--- config.mk ---
export PLATFORM = sky130hd
export DESIGN_NAME = base64_stream_codec
export DESIGN_NICKNAME = d
export VERILOG_FILES = /design/src/rtl/b64sc_pkg.sv /design/src/rtl/b64sc_front.sv /design/src/rtl/b64sc_queue.sv /design/src/rtl/b64sc_back.sv /design/src/rtl/base64_stream_codec.sv
export SDC_FILE = /design/constraint.sdc
export NUM_CORES = 1
export LEC_CHECK = 0
export ABC_CLOCK_PERIOD_IN_PS = 5540
export BUFFER_PORTS_ARGS = -buffer_cell sky130_fd_sc_hd__buf_2
export CAP_MARGIN = 30
export CORE_MARGIN = 2
export CORE_UTILIZATION = 54
export CTS_CLUSTER_SIZE = 40
export DETAILED_ROUTE_END_ITERATION = 8
export HOLD_SLACK_MARGIN = 0.08
export PLACE_DENSITY = 0.7
export SLEW_MARGIN = 20
export SYNTH_ARGS = -nofsm -noshare
export SYNTH_HDL_FRONTEND = slang
export SYNTH_SLANG_ARGS = --single-unit
--- constraint.sdc ---
create_clock -name i_clk -period 5.54 [get_ports i_clk]
set_input_delay 0.277 -clock i_clk [delete_from_list [all_inputs] [get_ports i_clk]]
set_output_delay 0.277 -clock i_clk [all_outputs]
set_load 0.02 [all_outputs]
--- src/rtl/b64sc_pkg.sv ---
package b64sc_pkg;

    localparam logic       CFG_ENABLE    = 1'b0;
    localparam logic       CFG_DIRECTION = 1'b1;
    localparam logic [7:0] PAD_CHAR      = 8'h3D;

    typedef struct packed {
        logic        is_chars;
        logic [23:0] value;
        logic [2:0]  count;
        logic [1:0]  pads;
    } t_job;

    function automatic logic [7:0] enc_char(input logic [5:0] v);
        logic [7:0] w;
        begin
            w = {2'b00, v};
            if (v < 6'd26) begin
                enc_char = 8'd65 + w;
            end else if (v < 6'd52) begin
                enc_char = 8'd71 + w;
            end else if (v < 6'd62) begin
                enc_char = w - 8'd4;
            end else if (v == 6'd62) begin
                enc_char = 8'h2B;
            end else begin
                enc_char = 8'h2F;
            end
        end
    endfunction

    function automatic logic [6:0] dec_char(input logic [7:0] c);
        logic [7:0] t;
        begin
            t = 8'd0;
            dec_char = 7'd0;
            if (c >= 8'd65 && c <= 8'd90) begin
                t = c - 8'd65;
                dec_char = {1'b1, t[5:0]};
            end else if (c >= 8'd97 && c <= 8'd122) begin
                t = c - 8'd71;
                dec_char = {1'b1, t[5:0]};
            end else if (c >= 8'd48 && c <= 8'd57) begin
                t = c + 8'd4;
                dec_char = {1'b1, t[5:0]};
            end else if (c == 8'h2B) begin
                dec_char = {1'b1, 6'd62};
            end else if (c == 8'h2F) begin
                dec_char = {1'b1, 6'd63};
            end
        end
    endfunction

endpackage

--- src/rtl/b64sc_front.sv ---
module b64sc_front (
    input  logic              i_clk,
    input  logic              i_rst_n,
    input  logic              i_accept,
    input  logic [7:0]        i_data_byte,
    input  logic              i_flush,
    input  logic              i_enable,
    input  logic              i_direction,
    output logic              o_push,
    output b64sc_pkg::t_job   o_job
);
    import b64sc_pkg::*;

    logic [23:0] r_value, n_value;
    logic [1:0]  r_rank, n_rank;
    logic [2:0]  r_pad, n_pad;
    logic [6:0]  dec;
    logic [23:0] addend;
    logic [2:0]  flush_cnt;
    logic [2:0]  group_cnt;
    logic [2:0]  pad_upd;

    always_comb begin
        dec       = dec_char(i_data_byte);
        addend    = 24'd0;
        flush_cnt = 3'd0;
        group_cnt = 3'd0;
        pad_upd   = r_pad;
        n_value   = r_value;
        n_rank    = r_rank;
        n_pad     = r_pad;
        o_push    = 1'b0;
        o_job     = '0;
        if (i_accept) begin
            if (!i_enable) begin
                if (!i_flush) begin
                    o_push      = 1'b1;
                    o_job.value = {i_data_byte, 16'h0000};
                    o_job.count = 3'd1;
                end
            end else if (i_flush) begin
                if (!i_direction) begin
                    if (r_value != 24'd0 || r_rank != 2'd0) begin
                        o_push         = 1'b1;
                        o_job.is_chars = 1'b1;
                        o_job.value    = r_value;
                        o_job.count    = 3'd4;
                        o_job.pads     = 2'd3 - r_rank;
                        n_value        = 24'd0;
                        n_rank         = 2'd0;
                    end
                end else if (r_value != 24'd0 || r_rank != 2'd0 || r_pad != 3'd0) begin
                    flush_cnt = {1'b0, r_rank} - 3'd1 - r_pad;
                    if ({2'b00, r_rank} >= {1'b0, r_pad} + 4'd2) begin
                        o_push      = 1'b1;
                        o_job.value = r_value;
                        o_job.count = flush_cnt;
                    end
                    n_value = 24'd0;
                    n_rank  = 2'd0;
                    n_pad   = 3'd0;
                end
            end else if (!i_direction) begin
                case (r_rank)
                    2'd0:    addend = {i_data_byte, 16'h0000};
                    2'd1:    addend = {8'h00, i_data_byte, 8'h00};
                    default: addend = {16'h0000, i_data_byte};
                endcase
                n_value = r_value + addend;
                if (r_rank >= 2'd2) begin
                    o_push         = 1'b1;
                    o_job.is_chars = 1'b1;
                    o_job.value    = n_value;
                    o_job.count    = 3'd4;
                    n_value        = 24'd0;
                    n_rank         = 2'd0;
                end else begin
                    n_rank = r_rank + 2'd1;
                end
            end else if (dec[6] || i_data_byte == PAD_CHAR) begin
                if (dec[6]) begin
                    case (r_rank)
                        2'd0:    addend = {dec[5:0], 18'd0};
                        2'd1:    addend = {6'd0, dec[5:0], 12'd0};
                        2'd2:    addend = {12'd0, dec[5:0], 6'd0};
                        default: addend = {18'd0, dec[5:0]};
                    endcase
                end else if (r_pad != 3'd7) begin
                    pad_upd = r_pad + 3'd1;
                end
                n_value = r_value + addend;
                n_pad   = pad_upd;
                if (r_rank == 2'd3) begin
                    group_cnt = 3'd3 - pad_upd;
                    if (pad_upd < 3'd3) begin
                        o_push      = 1'b1;
                        o_job.value = n_value;
                        o_job.count = group_cnt;
                    end
                    n_value = 24'd0;
                    n_rank  = 2'd0;
                    n_pad   = 3'd0;
                end else begin
                    n_rank = r_rank + 2'd1;
                end
            end
        end
    end

    always_ff @(posedge i_clk) begin
        if (!i_rst_n) begin
            r_value <= 24'd0;
            r_rank  <= 2'd0;
            r_pad   <= 3'd0;
        end else begin
            r_value <= n_value;
            r_rank  <= n_rank;
            r_pad   <= n_pad;
        end
    end

endmodule

--- src/rtl/b64sc_queue.sv ---
module b64sc_queue #(
    parameter int DEPTH = 4
) (
    input  logic              i_clk,
    input  logic              i_rst_n,
    input  logic              i_push,
    input  b64sc_pkg::t_job   i_job,
    input  logic              i_pop,
    output b64sc_pkg::t_job   o_head,
    output logic              o_empty,
    output logic              o_full
);
    import b64sc_pkg::*;

    localparam int PW = (DEPTH > 1) ? $clog2(DEPTH) : 1;
    localparam int CW = $clog2(DEPTH + 1);

    t_job          r_mem [DEPTH];
    logic [PW-1:0] r_wr, n_wr;
    logic [PW-1:0] r_rd, n_rd;
    logic [CW-1:0] r_count, n_count;

    always_comb begin
        n_wr    = r_wr;
        n_rd    = r_rd;
        n_count = r_count;
        if (i_push) begin
            n_wr = (r_wr == PW'(DEPTH - 1)) ? '0 : r_wr + 1'b1;
        end
        if (i_pop) begin
            n_rd = (r_rd == PW'(DEPTH - 1)) ? '0 : r_rd + 1'b1;
        end
        if (i_push && !i_pop) begin
            n_count = r_count + 1'b1;
        end else if (i_pop && !i_push) begin
            n_count = r_count - 1'b1;
        end
    end

    always_ff @(posedge i_clk) begin
        if (!i_rst_n) begin
            r_wr    <= '0;
            r_rd    <= '0;
            r_count <= '0;
        end else begin
            r_wr    <= n_wr;
            r_rd    <= n_rd;
            r_count <= n_count;
        end
    end

    always_ff @(posedge i_clk) begin
        if (i_push) begin
            r_mem[r_wr] <= i_job;
        end
    end

    assign o_head  = r_mem[r_rd];
    assign o_empty = (r_count == '0);
    assign o_full  = (r_count == CW'(DEPTH));

    a_no_overflow: assert property (@(posedge i_clk) disable iff (!i_rst_n)
        i_push |-> (r_count < CW'(DEPTH)))
        else $error("Job pushed into a full queue.");

    a_no_underflow: assert property (@(posedge i_clk) disable iff (!i_rst_n)
        i_pop |-> (r_count != '0))
        else $error("Job popped from an empty queue.");

endmodule

--- src/rtl/b64sc_back.sv ---
module b64sc_back (
    input  logic              i_clk,
    input  logic              i_rst_n,
    input  b64sc_pkg::t_job   i_head,
    input  logic              i_empty,
    output logic              o_pop,
    input  logic              i_out_stall,
    output logic              o_out_valid,
    output logic [7:0]        o_out_byte,
    output logic              o_last
);
    import b64sc_pkg::*;

    logic [1:0] r_idx, n_idx;
    logic       r_out_valid, n_out_valid;
    logic [7:0] r_out_byte;
    logic       r_out_last;
    logic       load;
    logic [5:0] sixbit;
    logic [7:0] cur_byte;
    logic       cur_last;
    logic [2:0] pad_sum;

    always_comb begin
        case (r_idx)
            2'd0:    sixbit = i_head.value[23:18];
            2'd1:    sixbit = i_head.value[17:12];
            2'd2:    sixbit = i_head.value[11:6];
            default: sixbit = i_head.value[5:0];
        endcase
        pad_sum = {1'b0, r_idx} + {1'b0, i_head.pads};
        if (i_head.is_chars) begin
            cur_byte = (pad_sum >= 3'd4) ? PAD_CHAR : enc_char(sixbit);
        end else begin
            case (r_idx)
                2'd0:    cur_byte = i_head.value[23:16];
                2'd1:    cur_byte = i_head.value[15:8];
                default: cur_byte = i_head.value[7:0];
            endcase
        end
        cur_last = (({1'b0, r_idx} + 3'd1) == i_head.count);
        load     = !i_empty && (!r_out_valid || !i_out_stall);
        o_pop    = load && cur_last;
        n_idx    = r_idx;
        if (load) begin
            n_idx = cur_last ? 2'd0 : r_idx + 2'd1;
        end
        n_out_valid = r_out_valid;
        if (load) begin
            n_out_valid = 1'b1;
        end else if (!i_out_stall) begin
            n_out_valid = 1'b0;
        end
    end

    always_ff @(posedge i_clk) begin
        if (!i_rst_n) begin
            r_idx       <= 2'd0;
            r_out_valid <= 1'b0;
        end else begin
            r_idx       <= n_idx;
            r_out_valid <= n_out_valid;
        end
    end

    always_ff @(posedge i_clk) begin
        if (load) begin
            r_out_byte <= cur_byte;
            r_out_last <= cur_last;
        end
    end

    assign o_out_valid = r_out_valid;
    assign o_out_byte  = r_out_byte;
    assign o_last      = r_out_last;

    a_idx_in_job: assert property (@(posedge i_clk) disable iff (!i_rst_n)
        !i_empty |-> (({1'b0, r_idx} + 3'd1) <= i_head.count))
        else $error("Result index runs past the end of its job.");

    a_idx_rewinds: assert property (@(posedge i_clk) disable iff (!i_rst_n)
        o_pop |=> (r_idx == 2'd0))
        else $error("Result index not cleared after the final result of a job.");

endmodule

--- src/rtl/base64_stream_codec.sv ---
// Streaming base64 coder with the standard alphabet, one byte or character per input
// transaction. An input transaction is taken in every cycle while the internal job
// queue (QUEUE_DEPTH entries) has room; each one yields between zero and four result
// transactions, which leave through a single registered output at one per cycle while
// the output is not stalled, so the output port sets the sustained rate: encoding gives
// four characters for every three bytes, decoding at most three bytes for four characters
// and pass-through one byte per cycle. The first result of a transaction is written into
// the job queue at the edge at which it is taken, and from there into the output register.
// Configuration writes are always ready and should be made only while the block is idle.
module base64_stream_codec #(
    parameter int QUEUE_DEPTH = 4
) (
    input  logic       i_clk,
    input  logic       i_rst_n,
    input  logic       i_in_valid,
    output logic       o_in_stall,
    input  logic [7:0] i_data_byte,
    input  logic       i_flush,
    output logic       o_out_valid,
    input  logic       i_out_stall,
    output logic [7:0] o_out_byte,
    output logic       o_last,
    input  logic       i_cfg_valid,
    output logic       o_cfg_ready,
    input  logic       i_cfg_index,
    input  logic       i_cfg_data
);
    import b64sc_pkg::*;

    logic r_enable;
    logic r_direction;
    logic accept;
    logic push;
    logic pop;
    logic empty;
    logic full;
    t_job job;
    t_job head;

    assign o_cfg_ready = 1'b1;
    assign o_in_stall  = full;
    assign accept      = i_in_valid && !full;

    always_ff @(posedge i_clk) begin
        if (!i_rst_n) begin
            r_enable    <= 1'b0;
            r_direction <= 1'b0;
        end else if (i_cfg_valid) begin
            unique case (i_cfg_index)
                CFG_ENABLE:    r_enable    <= i_cfg_data;
                CFG_DIRECTION: r_direction <= i_cfg_data;
                default:       r_enable    <= r_enable;
            endcase
        end
    end

    b64sc_front u_front (
        .i_clk       (i_clk),
        .i_rst_n     (i_rst_n),
        .i_accept    (accept),
        .i_data_byte (i_data_byte),
        .i_flush     (i_flush),
        .i_enable    (r_enable),
        .i_direction (r_direction),
        .o_push      (push),
        .o_job       (job)
    );

    b64sc_queue #(
        .DEPTH (QUEUE_DEPTH)
    ) u_queue (
        .i_clk   (i_clk),
        .i_rst_n (i_rst_n),
        .i_push  (push),
        .i_job   (job),
        .i_pop   (pop),
        .o_head  (head),
        .o_empty (empty),
        .o_full  (full)
    );

    b64sc_back u_back (
        .i_clk       (i_clk),
        .i_rst_n     (i_rst_n),
        .i_head      (head),
        .i_empty     (empty),
        .o_pop       (pop),
        .i_out_stall (i_out_stall),
        .o_out_valid (o_out_valid),
        .o_out_byte  (o_out_byte),
        .o_last      (o_last)
    );

endmodule

======== Word-level counts from Yosys, hierarchy flattened ========
Memories as Yosys holds them, arrays and structs flattened. A register that Yosys moved wholly into a read port is not among the register bits.
Cells that the tools add are included.
storage, ports and cells
  register bits after elaboration ......... 50
  memory bits (writable) .................. 120
  input bits .............................. 16
  output and inout port bits .............. 12
  word-level logic and storage cells ...... 195
  memories ................................ 1
cells by class
  add/subtract/negate cells ............... 22
  $lt $le $gt $ge ......................... 13
  equality and inequality tests ........... 19
  muxes and demuxes ....................... 97
  bitwise logic cells ..................... 1
  reduce and logical (&&, ||, !) cells .... 30
memories
  name           words  width  rd ports  clocked after memory_dff  wr ports  line               RTL
  u_queue.r_mem  4      30     1         1                         1         b64sc_queue.sv:18  t_job r_mem [DEPTH];
operator list
  kind                                                 number
  two-way mux 24 bit                                   18
  two-way mux 27 bit                                   9
  one-hot mux 24 bit (3 select lines)                  1
  two-way mux 30 bit                                   2
  two-way mux 28 bit                                   2
  adder 24 bit                                         2
  two-way mux 3 bit                                    16
  one-hot mux 24 bit (2 select lines)                  1
  two-way mux 8 bit                                    5
  two-way mux 7 bit                                    5
  two-way mux 2 bit                                    16
  equality test 8 x 6 -> 1 bit, second input constant  3
  nonzero test 24 bit                                  1
  two-way mux 1 bit                                    20
  one-hot mux 6 bit (3 select lines)                   1
  adder 7 x 6 -> 8 bit, first input constant           2
  >= comparator 8 x 7 -> 1 bit, second input constant  2
  <= comparator 8 x 7 -> 1 bit, second input constant  2
  one-hot mux 8 bit (2 select lines)                   1
  < comparator 6 bit, second input constant            2
  equality test 2 bit, second input constant           5
  AND reduction 5 bit                                  2
  adder 2 x 1 -> 2 bit, second input constant          4
  >= comparator 8 x 6 -> 1 bit, second input constant  1
  other kinds (36)                                     59

======== Logic depth before layout (Yosys ltp) ========
Gate-level depths: netlist (run 1).
  depth in word-level cells ............... 24
  gate-level depth with buffers ........... 22
  mapped depth without buffers ............ 21

======== Modules after synthesis ========
A second synthesis (run 1) with hierarchy kept.
unflattened totals
  cells, all modules ...................... 1129
  area, all modules ....................... 11703.7 µm²
modules (own cells, without submodules)
  module               times used  cells an instance  area each (µm²)  seq. area each (µm²)
  b64sc_front          1           776                5565.3           580.6
  b64sc_queue          1           200                4785.8           3783.6
  b64sc_back           1           141                1253.7           330.3
  base64_stream_codec  1           12                 98.8             40.0

======== Worst setup path before layout (run 1) ========
Ideal clock, no wire load.
  kind .................................... input to register
  from .................................... input i_data_byte[1]
  to ...................................... memory u_queue.r_mem[0][28] (netlist bit) (data pin)
  setup time .............................. 225 ps
  arrival ................................. 4062 ps
  data required time ...................... 5315 ps
  slack ................................... 1253 ps
  stages on the path ...................... 19
  path buffers ............................ 1
  cell sequence ........................... buf_2 inv_1 ha_1 nor2b_1 o211a_1 a211oi_2 nor2_1 nor2_1 nand2_1 nor2_1 ha_1 a21o_1 a221o_1 a41o_1 o22a_1 a41oi_1 xnor2_1 nand2_1 a311oi_1
RTL lines
  element          line                       RTL
  start, declared  base64_stream_codec.sv:17  input logic [7:0] i_data_byte,
  end, declared    b64sc_queue.sv:18

==> impl_results.md, run 1 <==
- Status: finished clean
- Via count: 9,150
- Reg-to-reg slack, setup: 0.66 ns
- RSZ-0062 raised after global routing: no
- Synth Cell Area: 0.01144 mm^2
- Crit start category: flop
- P_leak: 4.817 nW
- Post-synth EDFFs: 129
- Synth top cells by count: 129 x edfxtp_1, 102 x nand2_1, 88 x nor2_1
- Hold path startpoint: i_out_stall
- Routed length per placed instance: 21.64 um
- Die height: 149.6 um
- Post-DR vias/cell: 6.367
- Routability cong.: 1.021
- Post-CTS Repair Setup Buffers: 0
- Die area: 0.02237 mm^2
- Top post-synthesis cells by area: edfxtp_1 34%, ha_1 9.0%, dfxtp_1 7.5%
- Ys flop type: edfxtp_1
- Vias in the first global route: 8,624
- Fin worst setup slack: 0.6599 ns
- CTS Hold Bufs: 0
- Worst Hold Class: in -> reg
- Met2 Use GR: 44.59%
- Flops & latches, synth: 172
- Final Critical Period: 4.880 ns
- Hold Path Depth: 3
- Fillers: 1,813
- # resized after CTS: 0
- Drt drc: 0
- CTS Sinks: 172
- Pre-antenna DRT Iters: 5
- Ratio of cells with drive above 1 in the final layout: 11.62%
- R2r worst-path depth: 14
- Avg Cell Area, Syn: 10.19 um^2
- Gr busiest metal: met2
- Clock latency on the worst-skew pair: 0.44 ns
- Synthesized instance count: 1,123
- Initial Util: 54.77%
- Req. time, crit path: 5.69 ns
- Dpl hpwl: 23,130 um
- F_max: 204.9 MHz
- Cell variety after synth: 87
- Clk buf depth: 2
- Max cap viols: 0
- Final core occ: 59.66%
- Worst-margin pin slew: 1.149 ns
- Post-synth top area cell: edfxtp_1
- Setup Skew: 0.02224 ns
- Layout Area Growth over Synthesis: 8.924%
- Fin Setup TNS: 0 ns
- CP endpoint kind: flop
- Root buffer cell: clkbuf_16
- Capturing point of the worst reg2reg path: u_queue.r_mem[1][23]
- NumNets Final: 1,251
- DRT antenna net count: 0
- Row cnt: 53
- Global route overflow: 0
- Final period util: 88.09%
- Count leader, synth: edfxtp_1
- R2r startpoint: u_front.r_rank[1]
- TritonCTS clock tree: done
- Hold worst-path end: u_back.o_out_valid
- Worst EP arrival: 5.03 ns
- Relative slew margins: 23.37%
- Met1 usage: 37.91%
- Setup violators final: 0
- Yosys warnings: 0
- Initial DRC count: 1,046
- Core ar.: 0.02089 mm^2
- Die width: 149.6 um
- Buffers on Ports: 26
- Total wire length: 31,100 um
- TritonCTS Buffers: 17
- Setup CP Type: reg -> reg
- Hold slack: 0.1151 ns
- PwrDens: 306.8 mW/mm^2
- M3 GR Usage: 5.122%
- Post-Place Setup Slack: 0.4537 ns
- # H-tree levels: 4
- Worst vdd ir: 0.1972 mV
- First-pass GRT wire length: 47,700 um
- Sequential share of the synthesized area: 41.38%
- GRT Util Overall: 28.20%
- Antenna Cells: 0
- CP max FO: 15
- Largest net degree at the start of global routing: 39
- Antenna violations before repair: 0
- Final Hold Viols: 0
- I/O Pins: 28
- CTS clk-pin slew, worst paths: 0.08 ns
- CP startpoint: u_front.r_rank[1]
- Syn Nets: 1,225
- Post-synthesis async set-or-reset flop share: 0%
- Count of pins over their slew limit: 0
- Share of the synthesized area in the top cell type: 33.86%
cells by family (layout without fill, tap and decap cells):
| family | count (synthesis) | in the layout | synth area share [%] |
|---|---|---|---|
| buffers and inverters | 88 | 127 | 3.467 |
| multiplexers | 38 | 38 | 6.671 |
| AND/OR/NAND/NOR | 344 | 344 | 14.49 |
| adder cells (fa/ha/maj) | 86 | 86 | 9.668 |
| flip-flops | 172 | 172 | 41.38 |
| AO/OA/AOI/OAI | 338 | 338 | 20.00 |
| other | 1 | 1 | 0.03278 |
| XOR/XNOR | 56 | 56 | 4.287 |
worst max-delay path, stage by stage (launching register included):
cell	delay, ns
dfxtp_1	0.42
inv_1	0.28
ha_1	0.60
nor3_1	0.18
ha_1	0.28
fa_1	0.43
a211oi_1	0.31
o21a_1	0.17
o21ai_0	0.16
a21oi_1	0.45
o21a_1	0.30
o221ai_1	0.14
xor2_1	0.22
a21oi_1	0.11
nor3_1	0.52
how the worst max path moves through the flow:
stage / to / slack (ns) / cells after the start
2_1_floorplan: u_queue.r_mem[0][28] / 1.25 / 19
3_3_place_gp: u_queue.r_mem[0][23] / 0.63 / 21
3_5_place_dp: u_queue.r_mem[1][23] / 0.45 / 21
4_1_cts: u_queue.r_mem[1][23] / 0.73 / 14
5_1_grt: u_queue.r_mem[0][23] / 0.25 / 14
6_report: u_queue.r_mem[1][23] / 0.66 / 14
sequential cells by signal, summed over array words and instances, names as in the netlist, 2 cells and up, named ones only:
register and cells:
u_back.o_out_byte 8, u_back.r_idx 2, u_front.r_pad 3, u_front.r_rank 2, u_front.r_value 24, u_queue.r_count 3, u_queue.r_mem 120, u_queue.r_rd 2
u_queue.r_wr 2
cell type report:
class	count	area [um^2]	share of cell area [%]
Multi-Input combinational cell	863	6310	50.63
Sequential cell	172	4736	38.00
Clock buffer	17	425.4	3.414
Tap cell	275	344.1	2.761
Timing Repair Buffer	49	302.8	2.430
Inverter	46	172.7	1.386
Clock inverter	15	171.4	1.375
metrics by stage:
step	total power, mW	cells	area, um^2
3_3_place_gp	2.645	1405	11870
4_1_cts	3.833	1437	12460
6_report	3.824	1437	12460
2_1_floorplan	2.382	1123	11440
3_5_place_dp	2.661	1405	11870
5_1_grt	3.997	1437	12460
routing by layer:
metal / routed length, um / part of all wire (%) / up-vias
li1: - / - / 4303
met3: 2052 / 6.6 / 65
met1: 13200 / 42 / 4392
met5: 0 / 0 / -
met4: 1212 / 3.9 / 0
met2: 14640 / 47 / 390
where the power goes:
| part | internal [mW] | switching (mW) | leakage (nW) |
|---|---|---|---|
| clock | 0.606 | 0.567 | 0.283 |
| combinational | 0.405 | 0.679 | 2.92 |
| sequential | 1.51 | 0.0606 | 1.62 |
| total | 2.52 | 1.31 | 4.82 |
cells in the final DEF, fill, tap and decap left out, types with 26 or more instances in the layout:
cell type  instances
dfxtp_1           42
inv_1             41
and2_1            33
xnor2_1           32
ha_1              82
nor3_1            27
o21ai_0           57
edfxtp_1         129
nor2_1            88
buf_2             26
a21oi_1           86
mux4_2            28
nand2_1          102
(Power assumes the default switching activity.)
==> run 2, diff against run 1 <==
--- a/config.mk
+++ b/config.mk
@@ -13,7 +13,8 @@
 export CTS_CLUSTER_SIZE = 40
 export DETAILED_ROUTE_END_ITERATION = 8
 export HOLD_SLACK_MARGIN = 0.08
-export PLACE_DENSITY = 0.7
+export PLACE_DENSITY = 0.76
+export SKIP_CTS_REPAIR_TIMING = 1
 export SLEW_MARGIN = 20
 export SYNTH_ARGS = -nofsm -noshare
 export SYNTH_HDL_FRONTEND = slang
==> run 2 against run 1 <==
  * Non-clock buffer count down 3
  * Sequential share of layout area down 0.091 points
  * Largest power group unchanged
  * Total power up 2.1%
  * Clock power up 7%
  * Sequential power about the same
  * Combinational power about the same
  * Cell count down 0.21%
  * Sequential cell count unchanged
  * Critical path depth up 7
  * Register-to-register slack better by 0.13 ns
  * Die area unchanged
==> impl_results.md, run 2 (synthesis gave the netlist of run 1 again) <==
- Status: finished clean
- Most used cell, CP: nor2_1
- Final Hold Viols: 0
- Initial DRC count: 896
- CP delay by family, top: compound AO/OA/AOI/OAI gates
- Post-DR vias/cell: 6.469
- Clk buf depth: 2
- Die area: 0.02237 mm^2
- PwrDens: 312.4 mW/mm^2
- Critical path cell sequence: buf_2, inv_2, ha_1, nor2b_1, o21ai_1, a21oi_1, nor2_1, nor2_1, nor2_1, nand2_1, nor2_1, ha_1, or2_0, or3_1, o2111ai_1, a21oi_1, o41ai_2, o21ai_0, xor2_1, nand2_1, a31oi_1
- Setup violators final: 0
- CP endpoint kind: flop
- Levels on crit path: 21
- Global route overflow: 0
- R2r worst-path depth: 14
- Pre-antenna DRT Iters: 6
- Max cap viols: 0
- Worst vdd ir: 0.2032 mV
- CTS Sinks: 172
- Placed cells: 1,402
- Layout Area Growth over Synthesis: 9.187%
- Antenna Cells: 0
- DRT antenna net count: 0
- Routed length per placed instance: 21.83 um
- Total wire length: 31,310 um
- Req. time, crit path: 5.70 ns
- R2r startpoint: u_front.r_rank[1]
- Fillers: 1,741
- Crit-path max cell delay: 0.49 ns
- P_leak: 4.823 nW
- Max FFs per register: 120
- Hold path startpoint: i_cfg_data
- Crit path max-delay cell type: o41ai_2
- Crit start category: input port
- Commonest non-fill, non-tap cells in the layout: 129 x edfxtp_1, 102 x nand2_1, 88 x nor2_1, 86 x a21oi_1, 82 x ha_1
- Initial Util: 54.77%
- Root buffer cell: clkbuf_16
- Antenna violations before repair: 0
- Final period util: 87.62%
- Buffers on Ports: 26
- I/O Pins: 28
- Routability cong.: 0.9769
- Reg-to-reg slack, setup: 0.79 ns
- Worst-margin pin slew: 1.068 ns
- CP startpoint: i_data_byte[2]
- Clock latency on the worst-skew pair: 0.44 ns
- Worst Hold Class: in -> reg
- Row cnt: 53
- Vias in the first global route: 8,696
- Die width: 149.6 um
- Ratio of cells with drive above 1 in the final layout: 11.39%
- Most common cell after layout, fill and taps aside: edfxtp_1
- Die height: 149.6 um
- Critical path buffers and inverters: 2
- Core ar.: 0.02089 mm^2
- NumNets Final: 1,248
- # H-tree levels: 4
- CTS clk-pin slew, worst paths: 0.08 ns
- Largest Register: u_queue.r_mem
- Largest net degree at the start of global routing: 39
- Fin Setup TNS: 0 ns
- TritonCTS Buffers: 17
- Drt drc: 0
- Count of pins over their slew limit: 0
- Relative slew margins: 28.82%
- Worst EP arrival: 5.02 ns
- TritonCTS clock tree: done
- RSZ-0062 raised after global routing: no
- Final Critical Period: 4.854 ns
- Hold Path Depth: 3
- Setup CP Type: in -> reg
- GRT Util Overall: 28.61%
- CP max FO: 10
- Via count: 9,276
- First-pass GRT wire length: 48,420 um
- Post-route non-filler standard cell count: 1,434
- F_max: 206.0 MHz
- Dpl hpwl: 22,690 um
- Setup Skew: 0.01306 ns
==> run 2: cell count changes in the layout (fill, tap and decap cells not counted), sizes merged <==
| cell | delta |
|---|---|
| clkinvlp | -2 |
| clkinv | +2 |
| buf | -3 |
==> run 2: layout make-up <==
class / instances / area (um^2) / share of cell area (%)
multi-input cells: 863 / 6310 / 50.51
well taps: 275 / 344.1 / 2.754
inverters: 46 / 172.7 / 1.382
clock inverters: 15 / 211.5 / 1.693
flip-flops and latches: 172 / 4736 / 37.91
clock buffers: 17 / 425.4 / 3.405
repair buffers: 46 / 292.8 / 2.344
==> run 2: worst min-delay path, cell delays in order <==
cell     delay, ns
buf_2         0.09
mux2i_1       0.06
nor2b_1       0.09
==> run 2: metrics by stage <==
step	total power [mW]	utilization, %	setup slack (ns)	hold WS, ns	cell area (um^2)
6_report	3.903	59.80	0.6857	0.1109	12490
5_1_grt	4.069	59.80	0.3863	0.1381	12490
4_1_cts	3.916	59.80	0.8658	0.1034	12490
3_5_place_dp	2.662	56.75	0.4914	0.4955	11860
3_3_place_gp	2.634	56.75	0.6398	0.4663	11860
2_1_floorplan	2.382	-	1.253	0.4307	11440
==> run 2: path summary, 6_finish.rpt <==
kind / to
worst min-delay path: r_enable
worst max register to register: u_queue.r_mem[0][28]
worst min register to register: u_queue.r_wr[1]
worst max-delay path: u_queue.r_mem[1][27]
==> run 2: layer usage <==
layer | routed length, um | up-vias | track usage [%] | part of all wire (%)
li1 | - | 4292 | - | -
met4 | 1354 | 0 | 12.67 | 4.3
met5 | 0 | - | 0 | 0
met3 | 2429 | 86 | 4.482 | 7.8
met1 | 12860 | 4411 | 38.92 | 41
met2 | 14670 | 487 | 45.46 | 47
==> run 2: report_power, final <==
group | switching, mW | internal, mW | total [mW]
combinational | 0.680 | 0.402 | 1.08
sequential | 0.0689 | 1.51 | 1.57
clock | 0.620 | 0.626 | 1.25
